### config.mk
export PLATFORM = sky130hd
export DESIGN_NAME = json_string_unescape_core
export DESIGN_NICKNAME = d
export VERILOG_FILES = /design/src/hw/rtl/jsu_pkg.sv /design/src/hw/rtl/jsu_front.sv /design/src/hw/rtl/jsu_queue.sv /design/src/hw/rtl/jsu_back.sv /design/src/hw/rtl/json_string_unescape_core.sv
export SDC_FILE = /design/constraint.sdc
export NUM_CORES = 1
export LEC_CHECK = 0
export ABC_AREA = 0
export ABC_CLOCK_PERIOD_IN_PS = 4040
export BUFFER_PORTS_ARGS = -buffer_cell sky130_fd_sc_hd__buf_2
export CAP_MARGIN = 10
export CELL_PAD_IN_SITES_DETAIL_PLACEMENT = 1
export CELL_PAD_IN_SITES_GLOBAL_PLACEMENT = 1
export CORE_ASPECT_RATIO = 0.7
export CORE_UTILIZATION = 47
export CTS_CLUSTER_DIAMETER = 30
export CTS_CLUSTER_SIZE = 30
export DETAILED_ROUTE_END_ITERATION = 8
export PLACE_DENSITY_LB_ADDON = 0.12
export SYNTH_ARGS = -nofsm -noshare
export SYNTH_HDL_FRONTEND = slang
export SYNTH_SLANG_ARGS = --single-unit
### constraint.sdc
create_clock -name clk_i -period 4.04 [get_ports clk_i]
set_clock_uncertainty 0.05 [all_clocks]
set_input_delay 0.808 -clock clk_i [delete_from_list [all_inputs] [get_ports clk_i]]
set_output_delay 0.808 -clock clk_i [all_outputs]
set_load 0.005 [all_outputs]
### src/hw/rtl/jsu_pkg.sv
`timescale 1ns / 1ps
// Package for the JSON string unescaper: item types, codes and decode helpers.
// No dependencies; every module of the block imports it.
package jsu_pkg;

  localparam int unsigned JsuQueueDepth = 4;

  typedef enum logic [1:0] {
    SCAN_IDLE = 2'd0,
    SCAN_TEXT = 2'd1,
    SCAN_ESC  = 2'd2,
    SCAN_HEX  = 2'd3
  } scan_e;

  typedef enum logic [1:0] {
    KIND_DATA = 2'd0,
    KIND_END  = 2'd1,
    KIND_ERR  = 2'd2
  } kind_e;

  localparam logic [7:0] ChrDquote = 8'h22;
  localparam logic [7:0] ChrSquote = 8'h27;
  localparam logic [7:0] ChrBslash = 8'h5c;
  localparam logic [7:0] ChrSlash  = 8'h2f;
  localparam logic [7:0] ChrU      = 8'h75;
  localparam logic [7:0] ChrNul    = 8'h00;

  typedef struct packed {
    logic [7:0] in_byte;
    logic       start_of_token;
  } jsu_in_t;

  typedef struct packed {
    logic [1:0] kind;
    logic [7:0] out_byte;
    logic       last_of_run;
  } jsu_out_t;

  // Work for the back end: up to three result bytes from one input item.
  typedef struct packed {
    logic [1:0] kind;
    logic [1:0] cnt;
    logic [7:0] b0;
    logic [7:0] b1;
    logic [7:0] b2;
  } jsu_job_t;

  // Returns {valid, value}.
  function automatic logic [4:0] hex_value(input logic [7:0] c);
    logic [4:0] r;
    r = 5'd0;
    if (c >= 8'h30 && c <= 8'h39) begin
      r = {1'b1, 4'(c - 8'h30)};
    end else if (c >= 8'h61 && c <= 8'h66) begin
      r = {1'b1, 4'(c - 8'h57)};
    end else if (c >= 8'h41 && c <= 8'h46) begin
      r = {1'b1, 4'(c - 8'h37)};
    end
    return r;
  endfunction

  // Returns {valid, byte} for the single-byte escape letters.
  function automatic logic [8:0] escape_byte(input logic [7:0] c);
    logic [8:0] r;
    case (c)
      ChrDquote: r = {1'b1, ChrDquote};
      ChrSquote: r = {1'b1, ChrSquote};
      ChrBslash: r = {1'b1, ChrBslash};
      ChrSlash:  r = {1'b1, ChrSlash};
      8'h62:     r = {1'b1, 8'h08};
      8'h66:     r = {1'b1, 8'h0c};
      8'h6e:     r = {1'b1, 8'h0a};
      8'h72:     r = {1'b1, 8'h0d};
      8'h74:     r = {1'b1, 8'h09};
      default:   r = 9'd0;
    endcase
    return r;
  endfunction

endpackage

### src/hw/rtl/jsu_front.sv
`timescale 1ns / 1ps
// Front end of the JSON string unescaper: scan state and per-byte classification.
// Depends on jsu_pkg; produces at most one job per accepted byte for the job queue.
module jsu_front import jsu_pkg::*; (
  input  logic     clk_i,
  input  logic     rst_ni,
  input  logic     accept_i,
  input  jsu_in_t  item_i,
  output logic     job_valid_o,
  output jsu_job_t job_o
);

  scan_e       mode_q, mode_d;
  logic        sq_q, sq_d;
  logic [1:0]  hex_q, hex_d;
  logic [15:0] cp_q, cp_d;

  logic [7:0]  c;
  logic [7:0]  quote;
  logic [4:0]  hv;
  logic [8:0]  ev;
  logic [15:0] cp_new;
  jsu_job_t    job;

  assign c      = item_i.in_byte;
  assign quote  = sq_q ? ChrSquote : ChrDquote;
  assign hv     = hex_value(c);
  assign ev     = escape_byte(c);
  assign cp_new = {cp_q[11:0], hv[3:0]};

  always_comb begin
    mode_d = mode_q;
    sq_d   = sq_q;
    hex_d  = hex_q;
    cp_d   = cp_q;
    job    = '0;
    if (item_i.start_of_token) begin
      sq_d   = (c != ChrDquote);
      mode_d = SCAN_TEXT;
      hex_d  = 2'd0;
      cp_d   = 16'd0;
    end else begin
      case (mode_q)
        SCAN_TEXT: begin
          if (c == ChrNul || c == quote) begin
            job.kind = KIND_END;
            job.cnt  = 2'd1;
            mode_d   = SCAN_IDLE;
          end else if (c == ChrBslash) begin
            mode_d = SCAN_ESC;
          end else begin
            job.kind = KIND_DATA;
            job.cnt  = 2'd1;
            job.b0   = c;
          end
        end
        SCAN_ESC: begin
          if (c == ChrU) begin
            mode_d = SCAN_HEX;
            hex_d  = 2'd0;
            cp_d   = 16'd0;
          end else if (!ev[8]) begin
            job.kind = KIND_ERR;
            job.cnt  = 2'd1;
            mode_d   = SCAN_IDLE;
          end else begin
            job.kind = KIND_DATA;
            job.cnt  = 2'd1;
            job.b0   = ev[7:0];
            mode_d   = SCAN_TEXT;
          end
        end
        SCAN_HEX: begin
          if (!hv[4]) begin
            job.kind = KIND_ERR;
            job.cnt  = 2'd1;
            mode_d   = SCAN_IDLE;
            hex_d    = 2'd0;
          end else begin
            cp_d = cp_new;
            if (hex_q == 2'd3) begin
              hex_d    = 2'd0;
              mode_d   = SCAN_TEXT;
              job.kind = KIND_DATA;
              // UTF-8 encoding of the gathered code point; a zero code point emits nothing.
              if (cp_new == 16'd0) begin
                job.cnt = 2'd0;
              end else if (cp_new <= 16'h007f) begin
                job.cnt = 2'd1;
                job.b0  = {1'b0, cp_new[6:0]};
              end else if (cp_new <= 16'h07ff) begin
                job.cnt = 2'd2;
                job.b0  = 8'hc0 | {3'b000, cp_new[10:6]};
                job.b1  = 8'h80 | {2'b00, cp_new[5:0]};
              end else begin
                job.cnt = 2'd3;
                job.b0  = 8'he0 | {4'b0000, cp_new[15:12]};
                job.b1  = 8'h80 | {2'b00, cp_new[11:6]};
                job.b2  = 8'h80 | {2'b00, cp_new[5:0]};
              end
            end else begin
              hex_d = hex_q + 2'd1;
            end
          end
        end
        default: begin
        end
      endcase
    end
  end

  always_ff @(posedge clk_i or negedge rst_ni) begin
    if (!rst_ni) begin
      mode_q <= SCAN_IDLE;
      sq_q   <= 1'b0;
      hex_q  <= 2'd0;
      cp_q   <= 16'd0;
    end else if (accept_i) begin
      mode_q <= mode_d;
      sq_q   <= sq_d;
      hex_q  <= hex_d;
      cp_q   <= cp_d;
    end
  end

  assign job_valid_o = accept_i && (job.cnt != 2'd0);
  assign job_o       = job;

endmodule

### src/hw/rtl/jsu_queue.sv
`timescale 1ns / 1ps
// Job queue between the front and back ends of the JSON string unescaper.
// Depends on jsu_pkg for the job type.
module jsu_queue import jsu_pkg::*; #(
  parameter int unsigned Depth = JsuQueueDepth
) (
  input  logic     clk_i,
  input  logic     rst_ni,
  input  logic     wr_i,
  input  jsu_job_t wr_data_i,
  output logic     full_o,
  input  logic     rd_i,
  output logic     empty_o,
  output jsu_job_t rd_data_o
);

  localparam int unsigned Aw = (Depth > 1) ? $clog2(Depth) : 1;
  localparam int unsigned Cw = $clog2(Depth + 1);

  jsu_job_t       slots_q [Depth];
  logic [Aw-1:0]  wr_ptr_q, wr_ptr_d;
  logic [Aw-1:0]  rd_ptr_q, rd_ptr_d;
  logic [Cw-1:0]  count_q, count_d;
  logic           do_wr, do_rd;

  assign full_o    = (count_q == Cw'(Depth));
  assign empty_o   = (count_q == '0);
  assign do_wr     = wr_i && !full_o;
  assign do_rd     = rd_i && !empty_o;
  assign rd_data_o = slots_q[rd_ptr_q];

  always_comb begin
    wr_ptr_d = wr_ptr_q;
    rd_ptr_d = rd_ptr_q;
    count_d  = count_q;
    if (do_wr) begin
      wr_ptr_d = (wr_ptr_q == Aw'(Depth - 1)) ? '0 : wr_ptr_q + Aw'(1);
    end
    if (do_rd) begin
      rd_ptr_d = (rd_ptr_q == Aw'(Depth - 1)) ? '0 : rd_ptr_q + Aw'(1);
    end
    if (do_wr && !do_rd) begin
      count_d = count_q + Cw'(1);
    end else if (do_rd && !do_wr) begin
      count_d = count_q - Cw'(1);
    end
  end

  always_ff @(posedge clk_i or negedge rst_ni) begin
    if (!rst_ni) begin
      wr_ptr_q <= '0;
      rd_ptr_q <= '0;
      count_q  <= '0;
    end else begin
      wr_ptr_q <= wr_ptr_d;
      rd_ptr_q <= rd_ptr_d;
      count_q  <= count_d;
    end
  end

  always_ff @(posedge clk_i) begin
    if (do_wr) begin
      slots_q[wr_ptr_q] <= wr_data_i;
    end
  end

endmodule

### src/hw/rtl/jsu_back.sv
`timescale 1ns / 1ps
// Back end of the JSON string unescaper: holds one job and hands out its bytes.
// Depends on jsu_pkg; fed from jsu_queue.
module jsu_back import jsu_pkg::*; (
  input  logic     clk_i,
  input  logic     rst_ni,
  input  logic     q_empty_i,
  input  jsu_job_t q_data_i,
  output logic     q_rd_o,
  output logic     empty,
  input  logic     pop,
  output jsu_out_t out_item_o
);

  jsu_job_t   job_q;
  logic [1:0] idx_q;
  logic       busy_q;
  logic       last;
  logic       take;
  logic       load;
  logic [7:0] sel_byte;

  assign last  = (idx_q == job_q.cnt - 2'd1);
  assign take  = pop && busy_q;
  // A new job loads when the register is free or its final byte leaves now.
  assign load  = !q_empty_i && (!busy_q || (take && last));
  assign q_rd_o = load;
  assign empty = !busy_q;

  always_comb begin
    case (idx_q)
      2'd1:    sel_byte = job_q.b1;
      2'd2:    sel_byte = job_q.b2;
      default: sel_byte = job_q.b0;
    endcase
  end

  assign out_item_o.kind        = job_q.kind;
  assign out_item_o.out_byte    = sel_byte;
  assign out_item_o.last_of_run = last;

  always_ff @(posedge clk_i or negedge rst_ni) begin
    if (!rst_ni) begin
      busy_q <= 1'b0;
      idx_q  <= 2'd0;
    end else if (load) begin
      busy_q <= 1'b1;
      idx_q  <= 2'd0;
    end else if (take && last) begin
      busy_q <= 1'b0;
      idx_q  <= 2'd0;
    end else if (take) begin
      idx_q <= idx_q + 2'd1;
    end
  end

  always_ff @(posedge clk_i) begin
    if (load) begin
      job_q <= q_data_i;
    end
  end

  a_busy_has_bytes: assert property (@(posedge clk_i) disable iff (!rst_ni)
    busy_q |-> (job_q.cnt != 2'd0 && idx_q < job_q.cnt))
    else $error("result register holds a job with no bytes left");

  a_status_single: assert property (@(posedge clk_i) disable iff (!rst_ni)
    (busy_q && job_q.kind != KIND_DATA) |-> (job_q.cnt == 2'd1 && job_q.b0 == 8'd0))
    else $error("end or error result is not a single zero result");

  a_hold_on_stall: assert property (@(posedge clk_i) disable iff (!rst_ni)
    (busy_q && !pop) |=> (busy_q && $stable(idx_q)))
    else $error("waiting result changed while stalled");

endmodule

### src/hw/rtl/json_string_unescape_core.sv
`timescale 1ns / 1ps
// A result passes through the job queue and the back end's result register before it shows.
// Throughput: one input byte per cycle unless full, one result per cycle while pop is high;
// a \u escape's 1 to 3 bytes leave the back end one per cycle and the queue absorbs the gap.
// Reset (async, active low) puts the scanner idle and empties the queue and output register.
// Depends on jsu_pkg, jsu_front, jsu_queue and jsu_back.
module json_string_unescape_core import jsu_pkg::*; #(
  parameter int unsigned QueueDepth = JsuQueueDepth
) (
  input  logic     clk_i,
  input  logic     rst_ni,
  input  logic     push,
  output logic     full,
  input  jsu_in_t  in_item_i,
  output logic     empty,
  input  logic     pop,
  output jsu_out_t out_item_o
);

  logic     accept;
  logic     job_valid;
  jsu_job_t job;
  logic     q_full;
  logic     q_empty;
  logic     q_rd;
  jsu_job_t q_data;

  assign full   = q_full;
  assign accept = push && !q_full;

  jsu_front u_front (
    .clk_i      (clk_i),
    .rst_ni     (rst_ni),
    .accept_i   (accept),
    .item_i     (in_item_i),
    .job_valid_o(job_valid),
    .job_o      (job)
  );

  jsu_queue #(
    .Depth(QueueDepth)
  ) u_queue (
    .clk_i    (clk_i),
    .rst_ni   (rst_ni),
    .wr_i     (job_valid),
    .wr_data_i(job),
    .full_o   (q_full),
    .rd_i     (q_rd),
    .empty_o  (q_empty),
    .rd_data_o(q_data)
  );

  jsu_back u_back (
    .clk_i     (clk_i),
    .rst_ni    (rst_ni),
    .q_empty_i (q_empty),
    .q_data_i  (q_data),
    .q_rd_o    (q_rd),
    .empty     (empty),
    .pop       (pop),
    .out_item_o(out_item_o)
  );

endmodule
* Word level (Yosys, flattened, before mapping)
Memory sizes are Yosys's and may differ from the RTL's. A register that Yosys moved wholly into a read port is not among the register bits. Cells that the tools add are included.
Word-level totals: register bits 27, RAM bits 112, input bits 13, output and inout port bits 13, word-level logic and storage cells 144, memories 1
Cells by class: add/sub/neg operators 10, $lt $le $gt $ge 8, equality and inequality tests 26, muxes and demuxes 58, reduce and logical (&&, ||, !) cells 32
Memories:
- u_queue.slots_q | depth 4, bits a word 28, rd ports 1, clocked after Yosys merged registers in 1, write ports 1, RTL line jsu_queue.sv:20 | jsu_job_t slots_q [Depth];
Operators by type and width (count):
- $mux W18 | 6
- $pmux W9 S9 | 1
- $eq A8 B7 Y1 const B | 7
- $mux W12 | 4
- $mux W24 | 2
- $pmux W12 S3 | 1
- $mux W16 | 2
- $mux W2 | 16
- $mux W28 | 1
- $mux W26 | 1
- $eq A8 B6 Y1 const B | 3
- $mux W8 | 3
- $pmux W12 S2 | 1
- $mux W17 | 1
- $ge A8 B7 Y1 const B | 2
- $le A16 B11 Y1 const B | 1
- $le A16 B7 Y1 const B | 1
- $le A8 B7 Y1 const B | 2
- $logic_not A16 Y1 | 1
- $pmux W8 S2 | 1
- $mux W5 | 3
- $eq A2 B2 Y1 const B | 6
- $logic_and A1 B1 Y1 | 12
- $mux W4 | 3
- other kinds (32) | 53

* Depth between registers and ports, before layout
Gate-level depths: netlist of the first run.
word-level depth 26, depth in mapped cells 14

* By module
From an unflattened synthesis of the first run, not the netlist that was laid out.
Second synthesis, totals: cell total of the unflattened synthesis 525, area total of the unflattened synthesis 7696.1 um^2
Modules (own cells, without submodules):
- jsu_queue | times used 1, cells an instance 183, area each 4469.3 um^2
- jsu_front | times used 1, cells an instance 261, area each 1984.4 um^2
- jsu_back | times used 1, cells an instance 80, area each 1228.7 um^2
- json_string_unescape_core | times used 1, cells an instance 1, area each 13.8 um^2

* Least setup slack after synthesis of the first run
No wires, ideal clock.
path kind flip-flop to flip-flop, from register u_back.idx_q[1], to register u_queue.count_q[1], setup time 125 ps, arrival 3594 ps, data required time 3865 ps, slack 271 ps, cell stages (with the launch flop) 11, buffers on the path 0, clock period less this slack 3769 ps, path through dfrtp_1 -> xor2_1 -> nand2_1 -> o21ai_0 -> nand2_1 -> a21oi_1 -> inv_1 -> ha_1 -> inv_1 -> fa_1 -> mux2_2
On the way: word-level cells in the longest chain between the ends 8, elaborated cells between the ends (all ways) 10, those cells by class eq/ne (1); mux (1); reduce/logical (8)
Ends and longest elaborated chain:
- start, declared | RTL line jsu_back.sv:16 | logic [1:0] idx_q;
- start signal, assigned | RTL line jsu_back.sv:53 | idx_q <= idx_q + 2'd1;
- $eq A2 B2 Y1 | RTL line jsu_back.sv:23 | assign last = (idx_q == job_q.cnt - 2'd1);
- named net u_back.last | RTL line jsu_back.sv:18 | logic last;
- $logic_and A1 B1 Y1 | RTL line jsu_back.sv:26 | assign load = !q_empty_i && (!busy_q || (take && last));
- $logic_or A1 B1 Y1 | RTL line jsu_back.sv:26
- $logic_and A1 B1 Y1 | RTL line jsu_back.sv:26
- named net q_rd | RTL line json_string_unescape_core.sv:25 | logic q_rd;
- $logic_and A1 B1 Y1 | RTL line jsu_queue.sv:29 | assign do_rd = rd_i && !empty_o;
- $logic_not A1 Y1 | RTL line jsu_queue.sv:42 | if (do_wr && !do_rd) begin
- $logic_and A1 B1 Y1 | RTL line jsu_queue.sv:42
- $mux W3 | RTL line jsu_queue.sv:42
- named net u_queue.count_d[1] | RTL line jsu_queue.sv:23 | logic [Cw-1:0] count_q, count_d;
- end signal, assigned | RTL line jsu_queue.sv:57 | count_q <= count_d;
- end, declared | RTL line jsu_queue.sv:23
The timed path passes the listed nets, and every way through them passes these cells. A chain may end at the register's enable or synchronous reset.

* Worst setup path in the final report of the first run
from input port in_item_i[2] in the netlist's numbering, to register u_queue.count_q[2]
On the way: word-level cells in the longest chain between the ends 25, elaborated cells between the ends (all ways) 47, those cells by class add/sub (3); order compare (8); eq/ne (3); mux (20); reduce/logical (13)
Ends and longest elaborated chain:
- start, declared | RTL line json_string_unescape_core.sv:14 | input jsu_in_t in_item_i,
- $ge A8 B7 Y1 / $le A8 B7 Y1 (equally long branches) | RTL line jsu_pkg.sv:56 | end else if (c >= 8'h41 && c <= 8'h46) begin
- $logic_and A1 B1 Y1 | RTL line jsu_pkg.sv:56
- $mux W5 | RTL line jsu_pkg.sv:56
- $mux W5 | RTL line jsu_pkg.sv:54 | end else if (c >= 8'h61 && c <= 8'h66) begin
- $mux W5 | RTL line jsu_pkg.sv:52 | if (c >= 8'h30 && c <= 8'h39) begin
- $le A16 B11 Y1 | RTL line jsu_front.sv:91 | end else if (cp_new <= 16'h07ff) begin
- $mux W17 | RTL line jsu_front.sv:91
- $mux W18 | RTL line jsu_front.sv:88 | end else if (cp_new <= 16'h007f) begin
- (+10 left out)
- $mux W28 * | RTL line jsu_front.sv:37 | if (item_i.start_of_token) begin
- $reduce_bool A2 Y1 * | RTL line jsu_front.sv:126 | assign job_valid_o = accept_i && (job.cnt != 2'd0);
- $logic_and A1 B1 Y1 * | RTL line jsu_front.sv:126
- $logic_and A1 B1 Y1 * | RTL line jsu_queue.sv:28 | assign do_wr = wr_i && !full_o;
- named net u_queue.do_wr | RTL line jsu_queue.sv:24 | logic do_wr, do_rd;
- $logic_not A1 Y1 | RTL line jsu_queue.sv:44 | end else if (do_rd && !do_wr) begin
- $logic_and A1 B1 Y1 | RTL line jsu_queue.sv:44
- $reduce_bool A2 Y1 (no line)
The timed path passes the listed nets; every way through them passes the cells marked *. The select of a mux whose other input is x is not followed.

==> impl_results.md, run 1 <==
* Outcome: completed
* Multiplexer fraction of the synthesized cell area at 0.09919
* Total routed wirelength at 17.60 mm
* Most Crowded Layer GR: met2
* Wire length of the first global-routing pass at 27.99 mm
* Remaining max-slew budget at the tightest pin at 0.3595
* Arrival time reported for the critical path endpoint at 3.94 ns
* DRC violations left at 0
* Combinational family with the most area after synthesis: simple AND/OR/NAND/NOR gates
* Smallest hold slack at 0.4028 ns
* Area growth from synthesis to layout at 15.11%
* Vias in the first global route at 4,705
* Area fraction in compound gates after synthesis at 0.09708
* Tmin final at 3.643 ns
* Xor and xnor area share after synthesis at 0.004924
* Buffer levels on the longest clock path at 2
* Transition time at the pin with the least slew margin at 0.9608 ns
* H-tree depth reported by CTS at 4
* Clock-pin slew on the worst setup and hold paths at 0.06 ns
* Most used cells in the layout excluding fill and tap cells: sky130_fd_sc_hd__edfxtp_1, sky130_fd_sc_hd__nand2_1, sky130_fd_sc_hd__nor2_1, sky130_fd_sc_hd__mux4_2, sky130_fd_sc_hd__dfrtp_1
* Number of different library cells in the post-synthesis netlist at 65
* Critical path data required time at 4.33 ns
* Leak pwr at 2.963 nW
* CTS Root Cell: sky130_fd_sc_hd__clkbuf_16
* Grt ovf at 0
* Leading cell type in the layout, fill and taps excluded: sky130_fd_sc_hd__edfxtp_1
* Total Routing Usage GR at 0.2491
* Setup fix buffers added after clock tree synthesis at 0
* Iteration count of the initial detailed-routing pass at 4
* Via total after detailed routing at 4,433
* Number of nets still failing antenna checks after routing at 0
* Row Count at 37
* Flops & latches, synth at 157
* Top cell type by total area after synthesis: sky130_fd_sc_hd__edfxtp_1
* Source-to-sink clock delay at the later pin of the worst-skew pair at 0.42 ns
* Floorplan die area at 15,640 um2
* Sum Neg Setup Slack at 0 ns
* Power density normalized to cell area at 626.6 nW/um2
* Number of hold-slack violations in the final timing report at 0
* Dpl cell area at 7594 um2
* Synthesized-area fraction occupied by and/or/nand/nor cells at 0.1066
* Yosys Warn Count at 0
* Met2 GRT Util at 0.3814
* Dpl ws at 0.006234 ns
* CTS Hold Buffers Added at 0
* Sequential share of the synthesized area at 0.6437
* Top cells by area in the synthesized netlist: sky130_fd_sc_hd__edfxtp_1, sky130_fd_sc_hd__dfrtp_1, sky130_fd_sc_hd__mux4_2
* Count of fill cells added during filler insertion at 1,438
* Worst Setup Start Kind: primary input
* Cts bufs inserted at 17
* Share of the synthesized area in the top cell type at 0.5487
* Worst Setup End Kind: register
* Initial antenna violation count at 0
* Clk sink count at 157
* Critical Setup Path Class: in2reg
* Maximum number of pins on one net before global-route repair at 30
* Half-perimeter wire length of the detailed placement result at 12.40 mm
* Final worst path period share at 0.9018
* Max-cap violations at 0
* Post-Synthesis Net Count at 520
* Global routing usage on met1 at 0.3577
* Unrepaired setup endpoints after global routing: no
* Adder-cell share of the synthesized area at 0.02568
* Number of synthesized flops with an enable pin at 130
* Post-cts repair resize count at 0
* Horizontal extent of the die at 149.1 um
* Per-instance average area after synthesis at 14.43 um2
* Min setup slack post-route at 0.3967 ns
* Number of buffer cells added on primary ports at 25
* Achievable Freq at 0.2745 GHz
* Final Wtd Congestion at 0.9027
* Share of post-route cells with drive strength above 1 at 0.2277
* Maximum fanout count along the critical path at 9
* Die height at 104.9 um
* Post-route cell area at 8189 um2
* # IOs at 26
* Number of instances in the synthesized netlist at 493
* CTS tree: built
* Tightest Hold Check Type: in2async
* Count of inserted antenna diode cells at 0
* Cell area after technology mapping at 7114 um2
* Count of pins over their slew limit at 0
* Initial Utilization at 0.4833
* Final Setup Violations at 0
* Average wire per cell in the routed design at 23.66 um
* Via density at 5.958
* Dominant register cell in the synthesized netlist: sky130_fd_sc_hd__edfxtp_1
* Highest ir drop seen on vdd at 0.2580 mV
* Core outline area at 14,720 um2
* Met3 global-route usage at 0.04760
* Number of nets in the final layout at 563
* Number of violations reported at the end of detailed-routing iteration 0 at 314
* Share of synthesized registers carrying an async set or reset at 0.1720
state kept, by name, summed over array words and instances (netlist names):
name / flops
u_queue.slots_q: 104
u_back.job_q: 24
u_front.cp_q: 12
u_queue.count_q: 3
u_back.idx_q: 2
u_back.out_item_o: 2
u_front.hex_q: 2
u_front.mode_q: 2
u_queue.rd_ptr_q: 2
u_queue.wr_ptr_q: 2
u_back.busy_q: 1
u_front.sq_q: 1
routing by layer:
layer | wire length (um) | vias up
met2 | 8286 | 109
li1 | - | 1991
met4 | 259 | 0
met1 | 8322 | 2310
met3 | 735 | 23
met5 | 0 | -
cells in the mapped netlist, types with 3 or more instances:
| master | n |
|---|---|
| sky130_fd_sc_hd__o22ai_1 | 3 |
| sky130_fd_sc_hd__nor4_1 | 3 |
| sky130_fd_sc_hd__nand2_1 | 48 |
| sky130_fd_sc_hd__or2_2 | 4 |
| sky130_fd_sc_hd__nand2b_1 | 5 |
| sky130_fd_sc_hd__mux2_2 | 8 |
| sky130_fd_sc_hd__a21o_1 | 3 |
| sky130_fd_sc_hd__nor3_1 | 5 |
| sky130_fd_sc_hd__a21oi_1 | 21 |
| sky130_fd_sc_hd__nor2_1 | 33 |
| sky130_fd_sc_hd__and2_1 | 8 |
| sky130_fd_sc_hd__inv_1 | 18 |
| sky130_fd_sc_hd__o22a_1 | 3 |
| sky130_fd_sc_hd__nor2b_1 | 3 |
| sky130_fd_sc_hd__edfxtp_1 | 130 |
| sky130_fd_sc_hd__nor3b_1 | 6 |
| sky130_fd_sc_hd__a22oi_1 | 11 |
| sky130_fd_sc_hd__clkbuf_1 | 11 |
| sky130_fd_sc_hd__o211ai_1 | 4 |
| sky130_fd_sc_hd__mux4_2 | 26 |
| sky130_fd_sc_hd__buf_4 | 3 |
| sky130_fd_sc_hd__a22o_1 | 8 |
| sky130_fd_sc_hd__and3_1 | 3 |
| sky130_fd_sc_hd__nand3_1 | 10 |
| sky130_fd_sc_hd__ha_1 | 13 |
| sky130_fd_sc_hd__xor2_1 | 3 |
| sky130_fd_sc_hd__buf_2 | 3 |
| sky130_fd_sc_hd__nand3b_1 | 3 |
| sky130_fd_sc_hd__o21ai_0 | 23 |
| sky130_fd_sc_hd__dfrtp_1 | 27 |
| sky130_fd_sc_hd__buf_1 | 3 |
worst max-delay path, cell delays in order:
cell and delay [ns]:
sky130_fd_sc_hd__buf_2 0.19, sky130_fd_sc_hd__inv_1 0.10, sky130_fd_sc_hd__ha_1 0.22, sky130_fd_sc_hd__nor3b_1 0.39
sky130_fd_sc_hd__or3b_1 0.26, sky130_fd_sc_hd__mux2_2 0.35, sky130_fd_sc_hd__nand4_1 0.12, sky130_fd_sc_hd__nand2_1 0.12
sky130_fd_sc_hd__a31oi_4 0.21, sky130_fd_sc_hd__ha_1 0.21, sky130_fd_sc_hd__inv_1 0.07, sky130_fd_sc_hd__fa_1 0.45
sky130_fd_sc_hd__xor2_1 0.17, sky130_fd_sc_hd__nor2_1 0.11, sky130_fd_sc_hd__xor2_1 0.14
layout make-up:
class	count	area, um2	share of cell area
Sequential cell	157	4581	0.5594
Multi-Input combinational cell	297	2376	0.2901
Clock buffer	19	432.9	0.05286
Timing Repair Buffer	45	325.3	0.03973
Tap cell	195	244.0	0.02979
Clock inverter	13	162.7	0.01986
Inverter	18	67.56	0.008251
metrics by stage:
stage,utilization,instances,power (W)
after detailed placement,0.5158,712,0.003552
after global routing,0.5563,744,0.005374
after floorplan,-,493,0.003079
after global placement,0.5158,712,0.003486
after CTS,0.5563,744,0.005184
final,0.5563,744,0.005131
final timing paths:
| check | from | to | slack (ns) | cells after the start |
|---|---|---|---|---|
| max | in_item_i[2] | u_queue.count_q[2] | 0.40 | 15 |
| min in group clk_i | u_queue.count_q[2] | u_queue.count_q[2] | 0.44 | 1 |
| max reg2reg | u_front.cp_q[10] | u_queue.count_q[1] | 0.64 | 11 |
| min reg2reg | u_queue.count_q[2] | u_queue.count_q[2] | 0.44 | 1 |
| max in group asynchronous | rst_ni | u_queue.rd_ptr_q[0] | 3.01 | 1 |
| min | rst_ni | u_front.sq_q | 0.40 | 1 |
logic make-up after synthesis:
logic type | count (synthesis)
flip-flops | 157
AND/OR/NAND/NOR | 146
AO/OA/AOI/OAI | 97
buffers and inverters | 39
multiplexers | 36
adder cells (fa/ha/maj) | 14
XOR/XNOR | 4
where the power goes:
part,switching [W],internal [W]
sequential,0.000206,0.00203
combinational,0.000708,0.000572
clock,0.000640,0.000976
total,0.00155,0.00358
(Power assumes the default switching activity.)
==> run 2: changes to the inputs <==
Settings changed: ABC_CLOCK_PERIOD_IN_PS 4040 to not set, REMOVE_ABC_BUFFERS set to 1.
==> run 2 against run 1 <==
Utilization is 0.31 points higher. Global-route usage is 0.39 points higher. Critical path type unchanged. Flip-flop and latch count stayed put. Power up 2.6%. Largest power group unchanged.
==> impl_results.md, run 2 (synthesis results as in run 1) <==
* Buffer levels on the longest clock path at 2 (unchanged)
* # IOs at 26 (unchanged)
* Share of post-route cells with drive strength above 1 at 0.2318 (+0.004065)
* Worst Setup Start Kind: primary input
* Total routed wirelength at 17.91 mm (+1.8%)
* Highest ir drop seen on vdd at 0.3298 mV (+28%)
* Leak pwr at 2.984 nW (+0.72%)
* Worst reg2reg path depth at 12 (+1)
* Source-to-sink clock delay at the later pin of the worst-skew pair at 0.43 ns (about the same)
* Clock-pin slew on the worst setup and hold paths at 0.07 ns (about the same)
* Critical path data required time at 4.34 ns (about the same)
* Via density at 5.958 (about the same)
* Source of the worst register-to-register timing path: u_front.cp_q[10]
* Tightest Hold Check Type: in2async
* Tmin final at 3.649 ns (+0.005399 ns)
* Number of buffer cells added on primary ports at 25 (unchanged)
* Total Routing Usage GR at 0.2531 (+0.003947)
* Outcome: completed
* DRC violations left at 0 (unchanged)
* Post-cts repair resize count at 0 (unchanged)
* Start point of the critical path: in_item_i[2]
* Maximum fanout count along the critical path at 9 (unchanged)
* CTS Hold Buffers Added at 0 (unchanged)
* Via total after detailed routing at 4,427 (-0.14%)
* Number of flip-flops under the largest register name at 104 (unchanged)
* Maximum number of pins on one net before global-route repair at 30 (unchanged)
* Cts bufs inserted at 17 (unchanged)
* FF-to-FF setup slack at 0.57 ns (-0.07 ns)
* Final Wtd Congestion at 0.8953 (-0.82%)
* Power density normalized to cell area at 639.4 nW/um2 (+2.0%)
* H-tree depth reported by CTS at 4 (unchanged)
* Average wire per cell in the routed design at 24.11 um (+1.9%)
* Critical Setup Path Class: in2reg
* Number of nets still failing antenna checks after routing at 0 (unchanged)
* Half-perimeter wire length of the detailed placement result at 12.07 mm (-2.6%)
* Max-cap violations at 0 (unchanged)
* Wire length of the first global-routing pass at 28.62 mm (+2.2%)
* Core outline area at 14,720 um2 (unchanged)
* Initial Utilization at 0.4833 (unchanged)
* Number of nets in the final layout at 562 (-0.18%)
* Final worst path period share at 0.9031 (+0.001336)
* Number of hold-slack violations in the final timing report at 0 (unchanged)
* Horizontal extent of the die at 149.1 um (unchanged)
* Remaining max-slew budget at the tightest pin at 0.3526 (-0.006870)
* Row Count at 37 (unchanged)
* Sum Neg Setup Slack at 0 ns (unchanged)
* Achievable Freq at 0.2741 GHz (-0.15%)
* Count of pins over their slew limit at 0 (unchanged)
* Die height at 104.9 um (unchanged)
* Count of inserted antenna diode cells at 0 (unchanged)
* Crit Reg-Reg Endpoint: u_queue.count_q[2]
* Number of violations reported at the end of detailed-routing iteration 0 at 359 (+14%)
* Final Setup Violations at 0 (unchanged)
* Placed insts at 711 (-0.14%)
* Arrival time reported for the critical path endpoint at 3.95 ns (about the same)
* Setup fix buffers added after clock tree synthesis at 0 (unchanged)
* Count of fill cells added during filler insertion at 1,417 (-1.5%)
* Worst Setup End Kind: register
* Number of standard cells in the layout, taps in and fillers out at 743 (-0.13%)
* Area growth from synthesis to layout at 15.74%
* Grt ovf at 0 (unchanged)
* Register ranked first by flip-flop count: u_queue.slots_q
* Initial antenna violation count at 0 (unchanged)
* Transition time at the pin with the least slew margin at 0.9711 ns (+0.01031 ns)
* Unrepaired setup endpoints after global routing: no
* Most used cells in the layout excluding fill and tap cells: sky130_fd_sc_hd__edfxtp_1, sky130_fd_sc_hd__nand2_1, sky130_fd_sc_hd__nor2_1, sky130_fd_sc_hd__mux4_2, sky130_fd_sc_hd__dfrtp_1
* CTS tree: built
* Iteration count of the initial detailed-routing pass at 5 (+1)
* Floorplan die area at 15,640 um2 (unchanged)
* Leading cell type in the layout, fill and taps excluded: sky130_fd_sc_hd__edfxtp_1
* Clk sink count at 157 (unchanged)
* CTS Root Cell: sky130_fd_sc_hd__clkbuf_16
* Largest registers: u_queue.slots_q: 104 flops, u_back.job_q: 24 flops, u_front.cp_q: 12 flops
* Vias in the first global route at 4,742 (+0.79%)
run 2: cell count changes in the layout (fill, tap and decap cells not counted), sizes merged:
cell	before	now
clkinv	5	1
inv	22	26
buf	45	44
bufinv	3	4
clkbuf	19	18
run 2: metrics by stage:
stage	cell area [um2]	util	setup WS, ns	hold slack [ns]	power (W)
floorplan	7019	-	0.2114	0.4060	0.003032
global placement	7586	0.5153	0.1003	0.4268	0.003487
detailed placement	7586	0.5153	0.02667	0.4478	0.003544
CTS	8234	0.5593	0.4330	0.3894	0.005326
global route	8234	0.5593	0.1289	0.4164	0.005517
finish	8234	0.5593	0.3913	0.3659	0.005265
run 2: critical path, stage by stage:
cell and delay [ns]:
sky130_fd_sc_hd__buf_2 0.17, sky130_fd_sc_hd__inv_1 0.10, sky130_fd_sc_hd__ha_1 0.24, sky130_fd_sc_hd__nor3b_1 0.40
sky130_fd_sc_hd__or3b_1 0.22, sky130_fd_sc_hd__mux2_2 0.36, sky130_fd_sc_hd__nand4_1 0.12, sky130_fd_sc_hd__nand2_1 0.14
sky130_fd_sc_hd__a31oi_4 0.23, sky130_fd_sc_hd__ha_1 0.21, sky130_fd_sc_hd__inv_1 0.07, sky130_fd_sc_hd__fa_1 0.44
sky130_fd_sc_hd__xor2_1 0.17, sky130_fd_sc_hd__nor2_1 0.11, sky130_fd_sc_hd__xor2_1 0.15
run 2: cell type report:
cell class / instances / area, um2 / share of cell area
sequential: 157 / 4581 / 0.5563
multi-input combinational: 297 / 2376 / 0.2886
clock buffer: 18 / 429.2 / 0.05212
timing repair buffer: 44 / 317.8 / 0.03860
tap: 195 / 244.0 / 0.02963
clock inverter: 14 / 219.0 / 0.02659
inverter: 18 / 67.56 / 0.008205
run 2: how the worst max path moves through the flow:
stage                     depth (start not counted)            endpoint
after global routing                             15  u_queue.count_q[2]
after global placement                           15  u_queue.count_q[2]
after CTS                                        15  u_queue.count_q[2]
after detailed placement                         15  u_queue.count_q[2]
after floorplan                                  10  u_queue.count_q[1]
final                                            15  u_queue.count_q[2]
run 2: report_power, final:
group / switching [W] / internal (W) / leakage [nW]
clock: 0.000704 / 0.00106 / 0.315
combinational: 0.000686 / 0.000569 / 1.07
sequential: 0.000216 / 0.00203 / 1.60
run 2: metal layers:
layer	wire (um)	up-vias	share of wire	global-route usage
li1	-	1989	-	-
met1	8365	2310	0.47	0.3689
met2	8393	117	0.47	0.3761
met3	1033	11	0.058	0.07031
met4	121	0	0.0068	0.06050
met5	0	-	0	0
